===== src/hw/rtl/ofus_pkg.sv =====
// shared types and constants for the oldest-first unit select block
package ofus_pkg;

	localparam int AGE_W     = 48;
	localparam int MASK_W    = 8;
	localparam int FU_IDX_W  = 3;
	localparam int CNT_W     = 4;
	localparam int S_TDATA_W = 56;
	localparam int M_TDATA_W = 64;

	localparam logic MODE_CLEAR = 1'b0;
	localparam logic MODE_SCHED = 1'b1;

	typedef enum logic [1:0] {
		ST_IDLE,
		ST_SCAN,
		ST_DONE
	} state_t;

endpackage


===== src/hw/rtl/oldest_first_unit_select.sv =====
// oldest-first unit select: places ready ops onto functional-unit slots, top level
//
// input channel s_*: one beat per op or per clear. s_tuser is the mode (0 clears every
// slot and starts a new cycle, 1 schedules one op). s_tdata carries the op age and the
// mask of units that can run it.
// output channel m_*: one beat per input beat, in order, with granted, the slot index,
// whether a younger op was evicted, its age, and the number of occupied slots.
// a schedule beat walks the slots one per cycle through a single age
// comparator; the walk stops at the first empty eligible slot. s_tready is high only
// between ops, so the block takes no new op or clear until the last one has left
// its final step.
// the result sits in an output register; while the receiver stalls, a finished op waits
// there and the block holds the next op at its final step until the register frees.
// mask bits for units at or above NUM_UNITS are ignored.
// reset (arst_n low) empties every slot, zeroes the used count and drops m_tvalid.
module oldest_first_unit_select #(
	parameter int NUM_UNITS = 8,
	parameter int AGE_BITS  = 48
) (
	input  logic                           clk,
	input  logic                           arst_n,
	input  logic                           s_tvalid,
	output logic                           s_tready,
	// op_age [47:0], eligible_fu_mask [55:48]
	input  logic [ofus_pkg::S_TDATA_W-1:0] s_tdata,
	// mode [0]
	input  logic                           s_tuser,
	output logic                           m_tvalid,
	input  logic                           m_tready,
	// granted [0], fu_index [3:1], displaced [4], displaced_age [52:5], slots_used [56:53]
	output logic [ofus_pkg::M_TDATA_W-1:0] m_tdata
);

	import ofus_pkg::*;

	localparam int LIMIT = (NUM_UNITS < MASK_W) ? NUM_UNITS : MASK_W;
	localparam int IDX_W = (LIMIT > 1) ? $clog2(LIMIT) : 1;

	state_t st_q, st_d;

	logic                 s_ready;
	logic                 scan_en;
	logic                 finish;
	logic                 out_free;

	logic [IDX_W-1:0]     idx_q;
	logic                 mode_q;
	logic [AGE_BITS-1:0]  age_q;
	logic [LIMIT-1:0]     mask_q;
	logic                 found_q;
	logic [IDX_W-1:0]     pick_q;
	logic                 have_q;
	logic [IDX_W-1:0]     victim_q;
	logic [AGE_BITS-1:0]  best_q;
	logic [CNT_W-1:0]     used_q;

	logic [LIMIT-1:0]     slot_valid_q;
	logic [AGE_BITS-1:0]  slot_age_q [LIMIT];

	logic                 m_tvalid_q;
	logic [M_TDATA_W-1:0] m_tdata_q;

	logic [AGE_BITS-1:0]  cur_age;
	logic                 elig;
	logic                 hit_empty;
	logic                 younger;
	logic                 last;

	logic                 res_granted;
	logic                 res_displaced;
	logic [IDX_W-1:0]     res_idx;
	logic [AGE_W-1:0]     res_age;
	logic [CNT_W-1:0]     used_next;

	// one slot per cycle through the shared comparator
	assign cur_age   = slot_age_q[idx_q];
	assign elig      = mask_q[idx_q];
	assign hit_empty = elig && !slot_valid_q[idx_q];
	assign younger   = elig && slot_valid_q[idx_q] && (age_q < cur_age) &&
	                   (!have_q || (cur_age > best_q));
	assign last      = (idx_q == IDX_W'(LIMIT - 1));

	assign out_free = !m_tvalid_q || m_tready;

	always_comb begin
		st_d = st_q;
		case (st_q)
			ST_IDLE: begin
				if (s_tvalid) begin
					st_d = (s_tuser == MODE_SCHED) ? ST_SCAN : ST_DONE;
				end
			end
			ST_SCAN: begin
				if (hit_empty || last) begin
					st_d = ST_DONE;
				end
			end
			ST_DONE: begin
				if (out_free) begin
					st_d = ST_IDLE;
				end
			end
			default: st_d = ST_IDLE;
		endcase
	end

	always_comb begin
		s_ready = 1'b0;
		scan_en = 1'b0;
		finish  = 1'b0;
		case (st_q)
			ST_IDLE: s_ready = 1'b1;
			ST_SCAN: scan_en = 1'b1;
			ST_DONE: finish  = out_free;
			default: begin
				s_ready = 1'b0;
			end
		endcase
	end

	assign res_granted   = (mode_q == MODE_SCHED) && (found_q || have_q);
	assign res_displaced = (mode_q == MODE_SCHED) && !found_q && have_q;
	assign res_idx       = !res_granted ? '0 : (found_q ? pick_q : victim_q);
	assign res_age       = res_displaced ? AGE_W'(best_q) : '0;

	always_comb begin
		if (mode_q == MODE_CLEAR) begin
			used_next = '0;
		end else if (found_q && (used_q != {CNT_W{1'b1}})) begin
			used_next = used_q + CNT_W'(1);
		end else begin
			used_next = used_q;
		end
	end

	always_ff @(posedge clk or negedge arst_n) begin
		if (!arst_n) begin
			st_q       <= ST_IDLE;
			idx_q      <= '0;
			found_q    <= 1'b0;
			have_q     <= 1'b0;
			used_q     <= '0;
			m_tvalid_q <= 1'b0;
			for (int i = 0; i < LIMIT; i++) begin
				slot_valid_q[i] <= 1'b0;
			end
		end else begin
			st_q <= st_d;
			if (s_ready && s_tvalid) begin
				idx_q   <= '0;
				found_q <= 1'b0;
				have_q  <= 1'b0;
			end
			if (scan_en) begin
				if (hit_empty) begin
					found_q <= 1'b1;
				end else if (younger) begin
					have_q <= 1'b1;
				end
				if (!hit_empty && !last) begin
					idx_q <= idx_q + IDX_W'(1);
				end
			end
			if (finish) begin
				used_q <= used_next;
				if (mode_q == MODE_CLEAR) begin
					for (int i = 0; i < LIMIT; i++) begin
						slot_valid_q[i] <= 1'b0;
					end
				end else if (found_q) begin
					slot_valid_q[pick_q] <= 1'b1;
				end
				m_tvalid_q <= 1'b1;
			end else if (m_tready) begin
				m_tvalid_q <= 1'b0;
			end
		end
	end

	always_ff @(posedge clk) begin
		if (s_ready && s_tvalid) begin
			mode_q <= s_tuser;
			age_q  <= AGE_BITS'(s_tdata[AGE_W-1:0]);
			mask_q <= s_tdata[AGE_W +: LIMIT];
		end
		if (scan_en) begin
			if (hit_empty) begin
				pick_q <= idx_q;
			end else if (younger) begin
				victim_q <= idx_q;
				best_q   <= cur_age;
			end
		end
		if (finish) begin
			if (res_granted) begin
				slot_age_q[res_idx] <= age_q;
			end
			m_tdata_q <= {{(M_TDATA_W - 1 - FU_IDX_W - 1 - AGE_W - CNT_W){1'b0}},
			              used_next, res_age, res_displaced,
			              FU_IDX_W'(res_idx), res_granted};
		end
	end

	assign s_tready = s_ready;
	assign m_tvalid = m_tvalid_q;
	assign m_tdata  = m_tdata_q;

	a_used_matches_valid: assert property (@(posedge clk) disable iff (!arst_n)
		$countones(slot_valid_q) == int'(used_q))
		else $error("used count does not match occupied slots");

	a_used_bounded: assert property (@(posedge clk) disable iff (!arst_n)
		int'(used_q) <= LIMIT)
		else $error("used count above slot count");

	a_busy_after_accept: assert property (@(posedge clk) disable iff (!arst_n)
		s_tvalid && s_tready |=> !s_tready)
		else $error("accepted a beat while an op was in progress");

	a_displace_implies_grant: assert property (@(posedge clk) disable iff (!arst_n)
		m_tvalid && m_tdata[1 + FU_IDX_W] |-> m_tdata[0])
		else $error("eviction reported without a grant");

endmodule


===== config.mk =====
export PLATFORM = sky130hd
export DESIGN_NAME = oldest_first_unit_select
export DESIGN_NICKNAME = d
export VERILOG_FILES = /design/src/hw/rtl/ofus_pkg.sv /design/src/hw/rtl/oldest_first_unit_select.sv
export SDC_FILE = /design/constraint.sdc
export NUM_CORES = 1
export LEC_CHECK = 0
export BUFFER_PORTS_ARGS = -buffer_cell sky130_fd_sc_hd__buf_2
export CAP_MARGIN = 20
export CORE_MARGIN = 2
export CORE_UTILIZATION = 42
export CTS_CLUSTER_DIAMETER = 80
export DETAILED_ROUTE_END_ITERATION = 6
export GPL_ROUTABILITY_DRIVEN = 0
export PLACE_DENSITY = 0.6
export SYNTH_ARGS = -nofsm -noshare
export SYNTH_HDL_FRONTEND = slang
export SYNTH_SLANG_ARGS = --single-unit

===== constraint.sdc =====
create_clock -name clk -period 12.07 [get_ports clk]
set_clock_uncertainty 0.15 [all_clocks]
set_input_delay 1.207 -clock clk [delete_from_list [all_inputs] [get_ports clk]]
set_output_delay 1.207 -clock clk [all_outputs]
set_load 0.02 [all_outputs]

==> results of run 1 <==
[synth_stat cells (2+ instances only)]
library cell	count	share of area, %
o21a_1	2	0.064
nor4_1	4	0.11
o21bai_1	2	0.064
nand3_1	18	0.39
buf_1	3	0.048
nor2b_1	5	0.13
mux4_2	99	9.6
nor2_1	31	0.50
a21oi_1	37	0.80
a211oi_1	4	0.13
a221oi_1	4	0.15
nand2b_1	4	0.11
nand4_1	20	0.54
mux2i_1	51	2.2
and2_1	4	0.11
a21o_1	7	0.23
dfrtp_1	20	2.1
ha_1	98	5.3
o21ai_0	15	0.32
mux2_2	5	0.24
buf_2	17	0.37
buf_4	7	0.23
and4_1	2	0.075
clkbuf_1	20	0.32
a2111oi_0	3	0.11
o211ai_1	5	0.16
nand2_1	31	0.50
edfxtp_1	552	71
nor3_1	54	1.2
a31oi_1	4	0.11
inv_1	107	1.7
[path summary, 6_finish.rpt]
kind,end,slack [ns],cells past startpoint
max,best_q[0],5.70,11
min,slot_valid_q[7],0.35,2
max reg2reg,best_q[0],5.70,11
min reg2reg,slot_valid_q[7],0.35,2
max in group asynchronous,idx_q[2],10.95,1
min in group asynchronous,slot_valid_q[6],0.43,1
[cell usage in the layout, fill, tap and decap left out, types with 4 or more instances in the layout]
cell type,n
a211oi_1,4
inv_1,106
nor2_4,5
clkbuf_16,61
buf_4,16
clkbuf_1,14
mux2_2,5
o21ai_0,15
conb_1,7
o211ai_1,5
bufinv_16,5
nand2_1,31
and2_1,4
buf_2,119
mux2i_1,51
nand4_1,20
nor3_1,52
ha_1,98
a21oi_1,37
a31oi_1,4
edfxtp_1,552
a221oi_1,4
clkinv_1,13
nor2b_1,4
clkinv_2,12
dfrtp_1,17
nor2_1,26
mux4_2,99
a21o_1,7
nand3_1,18
[logic make-up after synthesis]
logic type | Yosys count
DFF | 572
and+or+nand+nor | 177
muxes | 157
buffers and inverters | 155
adders and majority gates | 98
AOI/OAI and AO/OA | 95
xor gates and xnor gates | 2
other | 1
[report_power, final]
group / internal [mW] / switching, mW
sequential: 2.46 / 0.178
clock: 1.03 / 0.738
combinational: 0.518 / 0.774
[routing by layer]
metal / part of all wire (%) / wire length, um
met1: 47 / 24100
met3: 5.5 / 2860
met2: 46 / 23600
met4: 2.1 / 1100
met5: 0 / 0
[through the flow]
stage | std cells | worst slack (ns)
6_report | 2207 | 5.70
5_1_grt | 2207 | 5.10
4_1_cts | 2206 | 5.46
3_5_place_dp | 2098 | 5.48
3_3_place_gp | 2098 | 5.64
2_1_floorplan | 1263 | 3.12
[state kept, by name (all words and copies together) (netlist names), 2 cells and up]
register	flops
best_q	48
idx_q	3
slot_valid_q	8
m_tdata	57
st_q	2
pick_q	3
victim_q	3
age_q	48
mask_q	8
used_q	4
slot_age_q	384
[worst max-delay path, delay by kind of cell (launching register included)]
family                     cells  cell delay (ns)
buffers and inverters          4             2.37
and+or+nand+nor                3             1.27
muxes                          2             0.89
DFF                            1             0.63
adders and majority gates      1             0.35
AOI/OAI and AO/OA              1             0.25
[layout make-up]
class	count	area, um^2
Clock inverter	33	287
Sequential cell	572	17100
Multi-Input combinational cell	536	5660
Tap cell	748	936
Fill cell	4529	28300
Clock buffer	75	1580
Inverter	107	402
Timing Repair Buffer	136	743
==> flow_summary.json, run 1 <==
{
  "max_freq_ghz": 0.157,
  "rsz0062_at_grt": "false",
  "io_pins": 127,
  "ys_ff_latch": 572,
  "slew_headroom_pct": 33.0,
  "cp-end-kind": "register",
  "whs_ns": 0.348,
  "worstPathMaxFanout": 48,
  "routed_via_density": 5.35,
  "fin_area_mm2": 0.0267,
  "power_density_mw_per_mm2": 213,
  "cp-startpoint": "idx_q[0]",
  "worst_ep_arrival_time_ns": 6.45,
  "grtUsageMet3_pct": 3.27,
  "cts_setup_buffers": 0,
  "track_usage_pct": 18.5,
  "htree_levels": 2,
  "cts_root_buf": "clkbuf_16",
  "rr_startpoint": "idx_q[0]",
  "yosys_warnings": 0,
  "rows": 86,
  "max_stage_delay_ns": 0.89,
  "drtPass1Iterations": 5,
  "fin_util_pct": 48.5,
  "antenna_found_initial": 0,
  "grt_max_degree": 67,
  "slowest_stage": "buf_4",
  "netlist-cell-type-count": 53,
  "grt.busiest_layer": "met2",
  "drc": 0,
  "core_area_mm2": 0.0550,
  "drive_gt1_share_pct": 23.3,
  "cts_buffer_depth": 3,
  "synthMuxAreaShare_pct": 12.2,
  "fp.dieW_um": 239,
  "worstHoldStart": "slot_valid_q[7]",
  "yosysSeqAreaShare_pct": 73.4,
  "tns_ns": 0,
  "cts_hold_buf": 0,
  "area_growth_pct": 14.7,
  "syn_inst": 1257,
  "fin_crit_sh_pct": 52.8,
  "synthXorXnorAreaFrac_pct": 0.0752,
  "peakVddDrop_uv": 129,
  "synth_area_per_cell_um2": 18.5,
  "clkLatencyLatePin_ns": 0.61,
  "vias": 11800,
  "synthAdderAreaFrac_pct": 5.27,
  "ctsResizeCount": 0,
  "num_antenna_cells": 0,
  "async_reset_ff_share_pct": 3.50,
  "hpwl_um": 30300,
  "ant_nets": 0,
  "drv_slew": 0,
  "synth-simple-area-share_pct": 3.76,
  "finalCriticalPeriod_ns": 6.37,
  "grt_pass1_vias": 12000,
  "setup_viol": 0,
  "final-hold-violation-count": 0,
  "cts_buffers": 58,
  "wl_um": 51600,
  "synth_top_family_by_area": "multiplexers",
  "worstMarginPinSlew_ns": 1.01,
  "worst_path_most_repeated_cell": "buf_4",
  "overflow": 0,
  "drtIter0Drc": 999,
  "crit_chain": "buf_4 > buf_4 > mux4_2 > mux2i_1 > inv_1 > ha_1 > nand4_1 > nor4_1 > o21ai_0 > nor3b_4 > buf_4",
  "synth-edff-count": 552,
  "routedWlPerCell_um": 23.4,
  "grt_pass1_wl_um": 77600,
  "layout.nets": 1570,
  "clk_pin_slew_ns": 0.06,
  "grtUsageMet2_pct": 28.3,
  "grtUsageMet1_pct": 27.4,
  "holdCritPathClass": "reg -> reg",
  "p_leak_nw": 9.23,
  "postPlaceCellArea_mm2": 0.0248,
  "portBuffers": 119,
  "cts_tree": "yes",
  "synth-compound-area-share_pct": 2.60,
  "start_util_pct": 42.3,
  "status": "finished clean",
  "max-cap-violations": 0,
  "critical_path_class": "reg -> reg",
  "die_area_mm2": 0.0573,
  "cp-start-kind": "register",
  "worstPathRequired_ns": 12.15,
  "clock-sinks": 572,
  "ys.flop_type": "edfxtp_1",
  "power_mw": 5.69,
  "synthesis.area_mm2": 0.0233,
  "die_height_um": 239
}
(Power assumes the default switching activity.)
==> inputs of run 2 (changes only) <==
==> constraint.sdc (replaced) <==
create_clock -name clk -period 6.7 [get_ports clk]
set_clock_uncertainty 0.15 [all_clocks]
set_input_delay 0.67 -clock clk [delete_from_list [all_inputs] [get_ports clk]]
set_output_delay 0.67 -clock clk [all_outputs]
set_load 0.02 [all_outputs]
==> run 2 against run 1 <==
Global-route usage decreased by 0.30 points. Die area unchanged. Utilization increased by 0.15 points. Total power increased by 79%. Critical path depth increased by 2. Maximum frequency increased by 30%. Register-to-register slack got worse by 3.9 ns. Largest power group unchanged.
==> flow_summary.json, run 2 (synthesized netlist as in run 1, its figures left out) <==
{
  "status": "finished clean",
  "p_int_mw": 7.14,
  "holdCritPathClass": "in -> reg",
  "peakVddDrop_uv": 186,
  "antenna_found_initial": 0,
  "wl_um": 51100,
  "rr_startpoint": "idx_q[0]",
  "clkLatencyLatePin_ns": 0.61,
  "critical_path_class": "reg -> reg",
  "routed_via_density": 5.35,
  "reg2regPathDepth": 13,
  "io_pins": 127,
  "die_height_um": 239,
  "fin_crit_sh_pct": 73.3,
  "sequentialPowerShare_pct": 46.5,
  "power_mw": 10.2,
  "worstPathMaxFanout": 35,
  "overflow": 0,
  "postPlaceCellArea_mm2": 0.0249,
  "cts_buffers": 58,
  "layout.nets": 1579,
  "r2r-end": "best_q[3]",
  "hpwl_um": 31200,
  "area_growth_pct": 15.0,
  "num_antenna_cells": 0,
  "drtPass1Iterations": 5,
  "vias": 11800,
  "swShare_pct": 29.8,
  "max-cap-violations": 0,
  "mostFrequentLayoutCells": "edfxtp_1 (552), buf_2 (119), inv_1 (106)",
  "grt_max_degree": 65,
  "fp.dieW_um": 239,
  "worstMarginPinSlew_ns": 0.974,
  "ant_nets": 0,
  "wl_met2_um": 23500,
  "grt_pass1_wl_um": 76600,
  "rsz0062_at_grt": "false",
  "clock-sinks": 572,
  "cp-start-kind": "register",
  "grt_pass1_vias": 12100,
  "setup_viol": 0,
  "drtIter0Drc": 1166,
  "largest-register": "slot_age_q",
  "die_area_mm2": 0.0573,
  "cts_root_buf": "clkbuf_16",
  "worstHoldStart": "s_tdata[34]",
  "slew_headroom_pct": 35.1,
  "power_density_mw_per_mm2": 380,
  "clockPowerShare_pct": 30.3,
  "cp-end-kind": "register",
  "tns_ns": 0,
  "wl_met1_um": 23800,
  "worstPathRequired_ns": 6.86,
  "portBuffers": 119,
  "cts_hold_buf": 1,
  "drive_gt1_share_pct": 23.1,
  "highest_layer": "met4",
  "r2r_slack_ns": 1.79,
  "fin_area_mm2": 0.0268,
  "cts_buffer_depth": 3,
  "clk_pin_slew_ns": 0.06,
  "core_area_mm2": 0.0550,
  "track_usage_pct": 18.2,
  "nFillCells": 4612,
  "drc": 0,
  "worstHoldEndpoint": "age_q[34]",
  "start_util_pct": 42.3,
  "worst_ep_arrival_time_ns": 5.07,
  "p_switching_mw": 3.04,
  "max_freq_ghz": 0.204,
  "ctsResizeCount": 0,
  "comb_power_share_pct": 23.1,
  "final-hold-violation-count": 0,
  "p_leak_nw": 9.25,
  "largest_register_ffs": 384,
  "htree_levels": 2,
  "routedWlPerCell_um": 23.1,
  "finalCriticalPeriod_ns": 4.91,
  "hold_depth": 1,
  "rows": 86,
  "layout_commonest_cell": "edfxtp_1",
  "met3WireLength_um": 3000,
  "cts_tree": "yes",
  "fin_util_pct": 48.7,
  "drv_slew": 0,
  "cts_setup_buffers": 0
}
[run 2: layer usage]
metal,global-route usage (%),vias up
met1,27.2,6108
met4,4.47,0
met3,3.10,62
met5,0,-
li1,-,5311
met2,27.9,357
[run 2: how the worst max path moves through the flow]
stage	from	to	slack (ns)	depth (start not counted)
3_3_place_gp	idx_q[0]	best_q[9]	1.77	13
5_1_grt	idx_q[0]	best_q[1]	1.36	13
2_1_floorplan	m_tready	slot_age_q[0][0]	0.23	5
3_5_place_dp	idx_q[0]	best_q[5]	1.72	13
4_1_cts	idx_q[0]	best_q[0]	1.68	13
6_report	idx_q[0]	best_q[3]	1.79	13
[run 2: power by group through the flow]
stage / Sequential, mW / Clock (mW) / Combinational (mW)
after detailed placement: 4.82 / 0 / 2.36
after global placement: 4.81 / 0 / 2.32
final: 4.74 / 3.09 / 2.35
after global routing: 4.79 / 3.30 / 2.60
after floorplan: 4.78 / 0 / 1.57
after CTS: 4.75 / 3.15 / 2.37
[run 2: metrics by stage]
| step | worst slack [ns] | instances | hold slack (ns) |
|---|---|---|---|
| 6_report | 1.79 | 2213 | 0.0793 |
| 2_1_floorplan | 0.228 | 1263 | 0.224 |
| 5_1_grt | 1.36 | 2213 | 0.0550 |
| 3_5_place_dp | 1.72 | 2105 | 0.336 |
| 4_1_cts | 1.68 | 2211 | 0.0487 |
| 3_3_place_gp | 1.77 | 2105 | 0.324 |
[run 2: area by class of cell]
class                           count  area, um^2  share of cell area, %
Clock buffer                       74        1580                   5.88
Inverter                          107         402                   1.50
Sequential cell                   572       17100                   63.8
Multi-Input combinational cell    536        5680                   21.2
Timing Repair Buffer              145         876                   3.27
Clock inverter                     31         221                  0.827
Tap cell                          748         936                   3.50
[run 2: critical path, cell delays in order (launching register included)]
cell	delay [ns]
dfrtp_4	0.82
buf_12	0.33
buf_4	0.24
mux4_2	0.50
mux2i_1	0.24
inv_1	0.09
ha_1	0.32
nand4_1	0.16
inv_1	0.06
a221oi_1	0.28
o211ai_1	0.17
a2111oi_0	0.77
nor3b_4	0.10
buf_4	0.32
==> inputs of run 3 (changes only) <==
==> constraint.sdc (replaced) <==
create_clock -name clk -period 5.15 [get_ports clk]
set_clock_uncertainty 0.15 [all_clocks]
set_input_delay 0.515 -clock clk [delete_from_list [all_inputs] [get_ports clk]]
set_output_delay 0.515 -clock clk [all_outputs]
set_load 0.02 [all_outputs]
==> run 3 against run 2 <==
Utilization is 1.4 points higher. Die area stayed put. First-iteration DRC count is 13% lower. Total power is 32% higher. Global-route usage is 0.31 points higher. Clock power is 35% higher. Cell count is 3.3% higher. Routed wire length is 1.6% higher. Non-clock buffer count is 67 higher. Via count is 1.6% higher. Critical path depth is 3 lower. Count of clock-buffer cells in the layout is 5 higher. Critical endpoint is now best_q[43].
==> flow_summary.json, run 3 (synthesized netlist as in run 1, its figures left out) <==
{
  "cts_tree": "yes",
  "setup_viol": 0,
  "cts_setup_buffers": 0,
  "fin_crit_sh_pct": 94.3,
  "status": "finished clean",
  "core_area_mm2": 0.0550,
  "power_density_mw_per_mm2": 489,
  "cts_hold_buf": 58,
  "worst_ep_arrival_time_ns": 5.00,
  "wl_met2_um": 23900,
  "finalNonFillerCells": 2285,
  "r2r_slack_ns": 0.29,
  "drive_gt1_share_pct": 23.0,
  "wl_met1_um": 24500,
  "layout_commonest_cell": "edfxtp_1",
  "slowest_stage": "nor4_1",
  "rows": 86,
  "grt_pass1_vias": 12300,
  "die_area_mm2": 0.0573,
  "worst_slack_ns": 0.292,
  "max_freq_ghz": 0.206,
  "clk_pin_slew_ns": 0.06,
  "vias": 12000,
  "cts_root_buf": "clkbuf_16",
  "layout.nets": 1648,
  "wl_um": 51900,
  "cts_buffer_depth": 3,
  "postPlaceCellArea_mm2": 0.0251,
  "cp-start-kind": "register",
  "fin_util_pct": 50.1,
  "mostFrequentLayoutCells": "edfxtp_1 (552), buf_2 (119), inv_1 (106)",
  "routed_via_density": 5.26,
  "drc": 0,
  "ctsResizeCount": 0,
  "holdCritPathClass": "in -> reg",
  "track_usage_pct": 18.5,
  "start_util_pct": 42.3,
  "power_mw": 13.5,
  "drtPass1Iterations": 5,
  "drv_slew": 0,
  "final-hold-violation-count": 0,
  "crit_chain": "buf_4 > mux4_2 > mux2i_1 > inv_1 > ha_1 > nand4_1 > nor4_1 > o21ai_0 > nor3b_4 > buf_12",
  "highest_layer": "met4",
  "grt_pass1_wl_um": 77700,
  "area_growth_pct": 18.4,
  "ant_nets": 0,
  "dpl.cell_count": 2117,
  "slew_headroom_pct": 35.6,
  "fp.dieW_um": 239,
  "num_antenna_cells": 0,
  "peakVddDrop_uv": 278,
  "nFillCells": 4465,
  "worstPathMaxFanout": 45,
  "routedWlPerCell_um": 22.7,
  "critical_path_class": "reg -> reg",
  "rsz0062_at_grt": "false",
  "post-place-ws_ns": 0.287,
  "antenna_found_initial": 0,
  "max_stage_delay_ns": 0.75,
  "io_pins": 127,
  "cts_buffers": 60,
  "largest_register_ffs": 384,
  "largest-register": "slot_age_q",
  "htree_levels": 2,
  "clkLatencyLatePin_ns": 0.62,
  "drtIter0Drc": 1011,
  "grt_max_degree": 65,
  "clock-sinks": 572,
  "p_leak_nw": 9.59,
  "worstPathRequired_ns": 5.29,
  "max-cap-violations": 0,
  "cp-end-kind": "register",
  "met3WireLength_um": 2340,
  "tns_ns": 0,
  "finalCriticalPeriod_ns": 4.86,
  "worstMarginPinSlew_ns": 0.966,
  "fin_area_mm2": 0.0276,
  "hpwl_um": 31900,
  "whs_ns": 0.104,
  "overflow": 0,
  "portBuffers": 119,
  "die_height_um": 239
}
run 3: changes by cell type in the layout (fill, tap and decap cells not counted), sizes merged:
cell	delta
buf	+10
bufinv	+2
clkbuf	+5
clkinv	-2
dlygate4sd3	+57
run 3: per-layer routing:
layer / vias to the layer above / global-route usage (%)
met5: - / 0
met4: 0 / 5.93
met3: 72 / 2.79
met2: 297 / 28.6
met1: 6197 / 27.2
li1: 5458 / -
run 3: layout make-up:
class	count	area, um^2	area share [%]
multi-input cells	536	5680	20.6
inverters	107	402	1.46
clock inverters	31	304	1.10
repair buffers	212	1560	5.67
clock buffers	79	1590	5.78
well taps	748	936	3.40
flip-flops and latches	572	17100	62.0
run 3: critical path: cells and delay by family (launching register included):
| kind | cells | cell delay [ns] |
|---|---|---|
| adders and majority gates | 1 | 0.33 |
| AOI/OAI and AO/OA | 1 | 0.27 |
| buffers and inverters | 3 | 0.81 |
| and+or+nand+nor | 3 | 1.39 |
| muxes | 2 | 0.86 |
| DFF | 1 | 0.66 |
run 3: path summary, 6_finish.rpt:
check,cells past startpoint,end,from
setup / recovery,10,best_q[43],idx_q[0]
hold / removal,3,m_tvalid,m_tready
setup reg to reg,10,best_q[43],idx_q[0]
hold reg to reg,2,slot_valid_q[7],slot_valid_q[7]
max in group asynchronous,2,idx_q[0],arst_n
min in group asynchronous,2,used_q[1],arst_n
run 3: power breakdown:
| group | leakage [nW] | switching, mW | internal (mW) |
|---|---|---|---|
| logic | 3.39 | 1.86 | 1.31 |
| clock network | 0.915 | 1.75 | 2.42 |
| registers | 5.29 | 0.392 | 5.76 |
| total | 9.59 | 4.00 | 9.48 |
